--- config.mk ---
export PLATFORM = sky130hd
export DESIGN_NAME = kmp_occurrence_counter_flat
export DESIGN_NICKNAME = d
export VERILOG_FILES = /design/src/kmpoc_pkg.sv /design/src/kmpoc_in_if.sv /design/src/kmpoc_out_if.sv /design/src/kmp_occurrence_counter.sv /design/src/flat_wrapper.sv
export SDC_FILE = /design/constraint.sdc
export NUM_CORES = 1
export LEC_CHECK = 0
export BUFFER_PORTS_ARGS = -buffer_cell sky130_fd_sc_hd__buf_2
export CAP_MARGIN = 15
export CORE_UTILIZATION = 45
export DETAILED_ROUTE_END_ITERATION = 12
export SLEW_MARGIN = 20
export SYNTH_ARGS = -nofsm -noshare
export SYNTH_HDL_FRONTEND = slang
export SYNTH_SLANG_ARGS = --single-unit
--- constraint.sdc ---
create_clock -name clk -period 4.6 [get_ports clk]
set_input_delay 0.46 -clock clk [delete_from_list [all_inputs] [get_ports clk]]
set_output_delay 0.46 -clock clk [all_outputs]
set_load 0.1 [all_outputs]
--- src/kmpoc_pkg.sv ---
`default_nettype none

package kmpoc_pkg;

	localparam int CMD_W           = 2;
	localparam int SYM_W           = 8;
	localparam int MAX_PATTERN_DEF = 64;
	localparam int COUNT_BITS_DEF  = 16;
	localparam int BORDER_W_DEF    = $clog2(MAX_PATTERN_DEF + 1);

	typedef enum logic [CMD_W-1:0] {
		CMD_RESTART = 2'd0,
		CMD_PATTERN = 2'd1,
		CMD_TEXT    = 2'd2
	} cmd_t;

endpackage

`default_nettype wire

--- src/kmpoc_in_if.sv ---
`default_nettype none

interface kmpoc_in_if;
	import kmpoc_pkg::*;

	logic             valid;
	logic             ready;
	logic [CMD_W-1:0] cmd;
	logic [SYM_W-1:0] symbol;

	modport source (output valid, output cmd, output symbol, input ready);
	modport sink (input valid, input cmd, input symbol, output ready);
endinterface

`default_nettype wire

--- src/kmpoc_out_if.sv ---
`default_nettype none

interface kmpoc_out_if #(
	parameter int BORDER_W = kmpoc_pkg::BORDER_W_DEF,
	parameter int COUNT_W  = kmpoc_pkg::COUNT_BITS_DEF
);
	logic                valid;
	logic                ready;
	logic                matched;
	logic [COUNT_W-1:0]  match_count;
	logic                unique_res;
	logic [BORDER_W-1:0] border_length;
	logic                overflow;

	modport source (
		output valid, output matched, output match_count, output unique_res,
		output border_length, output overflow, input ready
	);
	modport sink (
		input valid, input matched, input match_count, input unique_res,
		input border_length, input overflow, output ready
	);
endinterface

`default_nettype wire

--- src/kmp_occurrence_counter.sv ---
// Online prefix-function matcher. Words arrive on req (cmd, symbol): restart,
// append a pattern symbol, or feed a text symbol. Every accepted word yields
// exactly one result word on res: matched, saturating match_count,
// unique_res, border_length and overflow.
// The block takes one word at a time; req.ready is high only while idle.
// A restart, a dropped or ignored pattern symbol, the first pattern symbol,
// a text symbol against an empty pattern and an unknown command go straight
// to the finish state, which loads the result register. Other pattern and
// text symbols walk the failure links through the symbol and link
// memories, one link per cycle, then go to the finish state; a text symbol
// whose border equals the whole pattern first passes a fix state. req.ready
// returns as the result loads.
// The walk amortises to under two link steps per symbol.
// Reset clears length, border, text flag and count; the memories are not
// cleared, only written entries are used.
// The result sits in an output register; while res.ready is low the block
// may accept and work on the next word, and holds its finished result
// until the register frees.
`default_nettype none

module kmp_occurrence_counter #(
	parameter int MAX_PATTERN = kmpoc_pkg::MAX_PATTERN_DEF,
	parameter int COUNT_BITS  = kmpoc_pkg::COUNT_BITS_DEF
) (
	input  wire logic   clk,
	input  wire logic   arst_n,
	kmpoc_in_if.sink    req,
	kmpoc_out_if.source res
);
	import kmpoc_pkg::*;

	localparam int BW = $clog2(MAX_PATTERN + 1);
	localparam int AW = $clog2(MAX_PATTERN);
	localparam logic [BW-1:0] PLEN_MAX = BW'(MAX_PATTERN);

	typedef enum logic [1:0] {
		ST_IDLE,
		ST_FIX,
		ST_WALK,
		ST_FIN
	} state_t;

	state_t                state_q;
	logic [BW-1:0]         plen_q;
	logic [BW-1:0]         border_q;
	logic                  in_text_q;
	logic [COUNT_BITS-1:0] occ_q;
	logic                  matched_q;
	logic                  ovf_q;
	logic [SYM_W-1:0]      sym_q;
	logic [BW-1:0]         j_q;

	logic                  oval_q;
	logic                  omatched_q;
	logic [COUNT_BITS-1:0] ocount_q;
	logic                  ounique_q;
	logic [BW-1:0]         oborder_q;
	logic                  oovf_q;

	logic [SYM_W-1:0] sym_mem [MAX_PATTERN];
	logic [BW-1:0]    lnk_mem [MAX_PATTERN];
	logic [SYM_W-1:0] sym_rd_q;
	logic [BW-1:0]    lnk_rd_q;

	logic             fix;
	logic             fix_rd;
	logic [BW-1:0]    j_rd;
	logic [BW-1:0]    j_m1;
	logic [BW-1:0]    plen_m1;
	logic             step;
	logic             hit;
	logic [BW-1:0]    j_fin;
	logic             accept;
	logic             slot_free;
	logic             wr_en;
	logic [SYM_W-1:0] wr_sym;
	logic [BW-1:0]    wr_lnk;

	assign req.ready = (state_q == ST_IDLE);
	assign accept    = req.valid && req.ready;
	assign slot_free = !oval_q || res.ready;

	assign fix     = in_text_q && (border_q == plen_q);
	assign hit     = (sym_rd_q == sym_q);
	assign step    = (j_q != '0) && !hit;
	assign j_fin   = j_q + BW'(hit);
	assign plen_m1 = plen_q - BW'(1);
	assign j_m1    = j_rd - BW'(1);

	always_comb begin
		fix_rd = 1'b0;
		j_rd   = lnk_rd_q;
		if (state_q == ST_IDLE) begin
			fix_rd = fix;
			if (req.cmd == CMD_TEXT && !in_text_q) begin
				j_rd = '0;
			end else begin
				j_rd = border_q;
			end
		end
	end

	always_comb begin
		wr_en  = 1'b0;
		wr_sym = sym_q;
		wr_lnk = j_fin;
		if (state_q == ST_IDLE) begin
			wr_en  = accept && req.cmd == CMD_PATTERN && !in_text_q && plen_q == '0;
			wr_sym = req.symbol;
			wr_lnk = '0;
		end else if (state_q == ST_WALK) begin
			wr_en = !step && !in_text_q;
		end
	end

	// symbol and failure-link memories, registered reads
	always_ff @(posedge clk) begin
		if (wr_en) begin
			sym_mem[plen_q[AW-1:0]] <= wr_sym;
			lnk_mem[plen_q[AW-1:0]] <= wr_lnk;
		end
		sym_rd_q <= sym_mem[j_rd[AW-1:0]];
		lnk_rd_q <= lnk_mem[fix_rd ? plen_m1[AW-1:0] : j_m1[AW-1:0]];
	end

	always_ff @(posedge clk or negedge arst_n) begin
		if (!arst_n) begin
			state_q    <= ST_IDLE;
			plen_q     <= '0;
			border_q   <= '0;
			in_text_q  <= 1'b0;
			occ_q      <= '0;
			matched_q  <= 1'b0;
			ovf_q      <= 1'b0;
			sym_q      <= '0;
			j_q        <= '0;
			oval_q     <= 1'b0;
			omatched_q <= 1'b0;
			ocount_q   <= '0;
			ounique_q  <= 1'b0;
			oborder_q  <= '0;
			oovf_q     <= 1'b0;
		end else begin
			if (res.ready && state_q != ST_FIN) begin
				oval_q <= 1'b0;
			end
			case (state_q)
				ST_IDLE: begin
					if (req.valid) begin
						matched_q <= 1'b0;
						sym_q     <= req.symbol;
						j_q       <= j_rd;
						case (req.cmd)
							CMD_RESTART: begin
								plen_q    <= '0;
								border_q  <= '0;
								in_text_q <= 1'b0;
								occ_q     <= '0;
								ovf_q     <= 1'b0;
								state_q   <= ST_FIN;
							end
							CMD_PATTERN: begin
								ovf_q <= !in_text_q && plen_q == PLEN_MAX;
								if (in_text_q || plen_q == PLEN_MAX) begin
									state_q <= ST_FIN;
								end else if (plen_q == '0) begin
									plen_q   <= BW'(1);
									border_q <= '0;
									state_q  <= ST_FIN;
								end else begin
									state_q <= ST_WALK;
								end
							end
							CMD_TEXT: begin
								ovf_q     <= 1'b0;
								in_text_q <= 1'b1;
								if (plen_q == '0) begin
									border_q <= '0;
									state_q  <= ST_FIN;
								end else if (fix) begin
									state_q <= ST_FIX;
								end else begin
									state_q <= ST_WALK;
								end
							end
							default: begin
								ovf_q   <= 1'b0;
								state_q <= ST_FIN;
							end
						endcase
					end
				end
				ST_FIX: begin
					j_q     <= j_rd;
					state_q <= ST_WALK;
				end
				ST_WALK: begin
					if (step) begin
						j_q <= j_rd;
					end else begin
						border_q <= j_fin;
						state_q  <= ST_FIN;
						if (!in_text_q) begin
							plen_q <= plen_q + BW'(1);
						end else if (j_fin == plen_q) begin
							matched_q <= 1'b1;
							if (occ_q != '1) begin
								occ_q <= occ_q + COUNT_BITS'(1);
							end
						end
					end
				end
				ST_FIN: begin
					if (slot_free) begin
						oval_q     <= 1'b1;
						omatched_q <= matched_q;
						ocount_q   <= occ_q;
						ounique_q  <= (occ_q == COUNT_BITS'(1));
						oborder_q  <= border_q;
						oovf_q     <= ovf_q;
						state_q    <= ST_IDLE;
					end
				end
				default: begin
					state_q <= ST_IDLE;
				end
			endcase
		end
	end

	assign res.valid         = oval_q;
	assign res.matched       = omatched_q;
	assign res.match_count   = ocount_q;
	assign res.unique_res    = ounique_q;
	assign res.border_length = oborder_q;
	assign res.overflow      = oovf_q;

	a_border_le_len: assert property (@(posedge clk) disable iff (!arst_n)
		border_q <= plen_q)
		else $error("border beyond pattern length");

	a_walk_in_range: assert property (@(posedge clk) disable iff (!arst_n)
		state_q == ST_WALK |-> j_q < plen_q)
		else $error("walk index beyond stored pattern");

	a_restart_clears: assert property (@(posedge clk) disable iff (!arst_n)
		accept && req.cmd == CMD_RESTART |=> plen_q == '0 && occ_q == '0 && !in_text_q)
		else $error("restart left state behind");

	a_match_full: assert property (@(posedge clk) disable iff (!arst_n)
		res.valid && res.matched |-> res.border_length != '0 && res.match_count != '0)
		else $error("match without border or count");

endmodule

`default_nettype wire
--- src/flat_wrapper.sv ---
// flat-port wrapper written by rule: the top's interface ports become plain ports
module kmp_occurrence_counter_flat import kmpoc_pkg::*;
#(
	parameter int MAX_PATTERN = kmpoc_pkg::MAX_PATTERN_DEF,
	parameter int COUNT_BITS  = kmpoc_pkg::COUNT_BITS_DEF
)
  (clk, arst_n, req_valid, req_cmd, req_symbol, req_ready, res_valid, res_matched, res_match_count, res_unique_res, res_border_length, res_overflow, res_ready);
  kmpoc_in_if req_i ();
  kmpoc_out_if res_i ();
  input  wire logic clk;
  input  wire logic arst_n;
  input wire logic [$bits(req_i.valid)-1:0] req_valid;
  input wire logic [$bits(req_i.cmd)-1:0] req_cmd;
  input wire logic [$bits(req_i.symbol)-1:0] req_symbol;
  output wire logic [$bits(req_i.ready)-1:0] req_ready;
  output wire logic [$bits(res_i.valid)-1:0] res_valid;
  output wire logic [$bits(res_i.matched)-1:0] res_matched;
  output wire logic [$bits(res_i.match_count)-1:0] res_match_count;
  output wire logic [$bits(res_i.unique_res)-1:0] res_unique_res;
  output wire logic [$bits(res_i.border_length)-1:0] res_border_length;
  output wire logic [$bits(res_i.overflow)-1:0] res_overflow;
  input wire logic [$bits(res_i.ready)-1:0] res_ready;
  assign req_i.valid = req_valid;
  assign req_i.cmd = req_cmd;
  assign req_i.symbol = req_symbol;
  assign req_ready = req_i.ready;
  assign res_valid = res_i.valid;
  assign res_matched = res_i.matched;
  assign res_match_count = res_i.match_count;
  assign res_unique_res = res_i.unique_res;
  assign res_border_length = res_i.border_length;
  assign res_overflow = res_i.overflow;
  assign res_i.ready = res_ready;
  kmp_occurrence_counter #(.MAX_PATTERN(MAX_PATTERN), .COUNT_BITS(COUNT_BITS)) u_core (.clk(clk), .arst_n(arst_n), .req(req_i), .res(res_i));
endmodule
==> run metrics <==
status complete, no violations; Net Count, Synth about 2100; Final Hold Viols 0; htree depth 3; most frequent cell after synthesis edfxtp_1; Slew Viols, Final 0; layout cells sized above 1 roughly 28%; measured slew at the worst slew-check pin around 1.2 ns; max cap viols 0; CTS sink count roughly 1100; crit path DAT around 4.5 ns; top-level I/O count between 40 and 50; Max IR drop VDD ~0.86 mV; WP buf/inv 3; clk_skew 0.03205 ns; vias about 22000; most frequent CP cell buf_4; top post-synthesis cells by area edfxtp_1 (69%), mux4_2 (13%), dfrtp_1 (4.6%); Die X roughly 300 um; critical path launch point type flop; asr flop ratio synth roughly 7.3%; Total Nets Final about 2400; Tcrit/Tclk final a little under nine tenths; kind of critical path flop to flop; syn_area_per_cell 19.62 um^2; power per cell area around 750 mW/mm^2; headroom to the max-slew limit ~22%; min Tclk post-route ~4 ns; Post-CTS Setup Inserts 0; Initial Util a little under half; share of the synthesized area in the top cell type 69.23%; grt total ovfl 0; filler instances 7230; Yosys cell types 63; Primary FF master, synth edfxtp_1; setup ws final 0.6653 ns; pin count of the biggest net entering global routing about 80; largest area contributor in the netlist edfxtp_1; worst path cell trace inv_1 > ha_2 > nand2_1 > o22ai_4 > buf_4 > buf_4 > mux4_2 > a22oi_1 > a21oi_1 > or4_1; root buf cell clkbuf_16; CTS tree done; Vias/cell roughly 6.0; Core ar. 0.09166 mm^2; Die Height 306.2 um; CP top delay family buffers and inverters; Area Overhead vs Synth 15.13%; crit end category flop; unrepaired setup endpoints after global routing no; Reg2Reg Setup Slack ~0.67 ns; initial antenna violation count 5; highest-delay cell along the critical path buf_4; Yosys reg bits roughly 1100; fmax 0.2541 GHz; Iteration-0 DRC Markers around 2400; Avg WL per Cell slightly below 30 um; first-pass GRT wire length around 160000 um; IO buf count just over 40; Clk pin slew, worst setup/hold paths about 0.060 ns; drt first pass iters 5; hpwl dp between 60000 and 70000 um; multi-input combinational cell area around 0.010 mm^2; Critical Path RT around 5.2 ns; cell area after synthesis 0.04164 mm^2; GRT Overall Usage a little under a quarter; DRC Markers 0; register area share after synthesis between 70 and 80%; Syn. warnings 0; DRT antenna net count 0; Leak 16.05 nW; vias in the first global route around 22000; Num CTS Buffers ~110; Clk Latency, worst-skew pair 0.70 ns; Die ar. 0.09376 mm^2; largest fanout on the critical path 42; Sequential Area 0.03105 mm^2; CP max stage delay between 0.6 and 0.7 ns; post_cts resized 0; gp weighted congestion 0.8813; Post-synth top cells edfxtp_1 (960), mux4_2 (240), nor2_1 (113); Rows approximately 110; synthesized netlist cell count 2122; EDFF count, synth between 900 and 1000; hold-fix buffers at CTS 9; setup TNS 0 ns; Max clock buf depth 3; worst slack, placed just under 0.5 ns; final setup violation count 0; Worst Hold Class input pin to flop; final wirelength roughly 110000 um
==> per-layer routing <==
metal | wire length, um | GRT usage (%)
met1 | 42920 | 30.94
met2 | 52010 | 37.65
met3 | 7605 | 4.507
met4 | 3099 | 7.267
met5 | 44 | 0
==> power breakdown <==
group | switching (mW) | internal, mW | total (mW) | leakage (nW)
clock network | 3.61 | 5.04 | 8.66 | 1.73
registers | 0.288 | 12.4 | 12.7 | 9.85
logic | 9.05 | 5.57 | 14.6 | 4.46
==> area by class of cell <==
type	instances	area share [%]
antenna	1	0.005219
clock buffer	145	6.271
clock inverter	55	1.138
inverter	24	0.1983
multi-input combinational	944	21.02
sequential	1052	64.77
tap	1186	3.095
timing repair buffer	212	3.505
==> registers in the layout, summed over array words and instances (netlist names), 2 cells and up <==
signal                    count
u_core.occ_q                 16
u_core.plen_q                 7
u_core.j_q                    7
u_core.sym_mem              512
u_core.sym_q                  8
u_core.res.border_length      7
u_core.sym_rd_q               8
u_core.lnk_mem              448
u_core.state_q                2
u_core.border_q               7
u_core.lnk_rd_q               7
u_core.res.match_count       16
==> worst paths after layout <==
path	start	to	cells after the start
worst max register to register	u_core.state_q[0]	u_core.sym_rd_q[7]	10
worst min-delay path	res_ready	u_core.res.valid	4
worst min register to register	u_core.res.border_length[0]	u_core.res.border_length[0]	2
worst max-delay path	u_core.state_q[0]	u_core.sym_rd_q[7]	10
max in group asynchronous	arst_n	u_core.plen_q[0]	2
min in group asynchronous	arst_n	u_core.res.match_count[11]	2
==> tightest hold or removal path: stages <==
cell      delay [ns]
buf_2           0.11
inv_1           0.07
nand2_1         0.09
nand2b_1        0.05
==> metrics by stage <==
stage	hold WS [ns]	cells	util, %	total power [mW]	instance area (um^2)
after global routing	0.1533	3618	52.30	37.34	47940
after global placement	0.4706	3408	48.29	27.24	44270
after CTS	0.09972	3617	52.26	36.11	47910
final	0.1264	3619	52.31	35.94	47940
after detailed placement	0.4749	3408	48.29	27.46	44270
after floorplan	0.1644	2122	-	22.14	41640
==> logic make-up after synthesis <==
| logic type | Yosys count | synth area share, % |
|---|---|---|
| muxes | 327 | 15.21 |
| AOI/OAI and AO/OA | 193 | 3.155 |
| adders and majority gates | 13 | 0.3906 |
| and+or+nand+nor | 377 | 4.468 |
| buffers and inverters | 126 | 1.418 |
| DFF | 1052 | 74.57 |
| xor gates and xnor gates | 34 | 0.7812 |
==> cells in the final DEF, fill, tap and decap left out, drive strengths merged, types with 31 or more instances in the layout <==
cell type / count
a21oi: 34
nand4: 31
o21ai: 49
nor2: 113
nand3: 59
a22oi: 32
clkbuf: 145
edfxtp: 960
mux2i: 40
mux2: 47
dfrtp: 77
buf: 203
nand2: 81
mux4: 240
clkinv: 40
(Power assumes the default switching activity.)
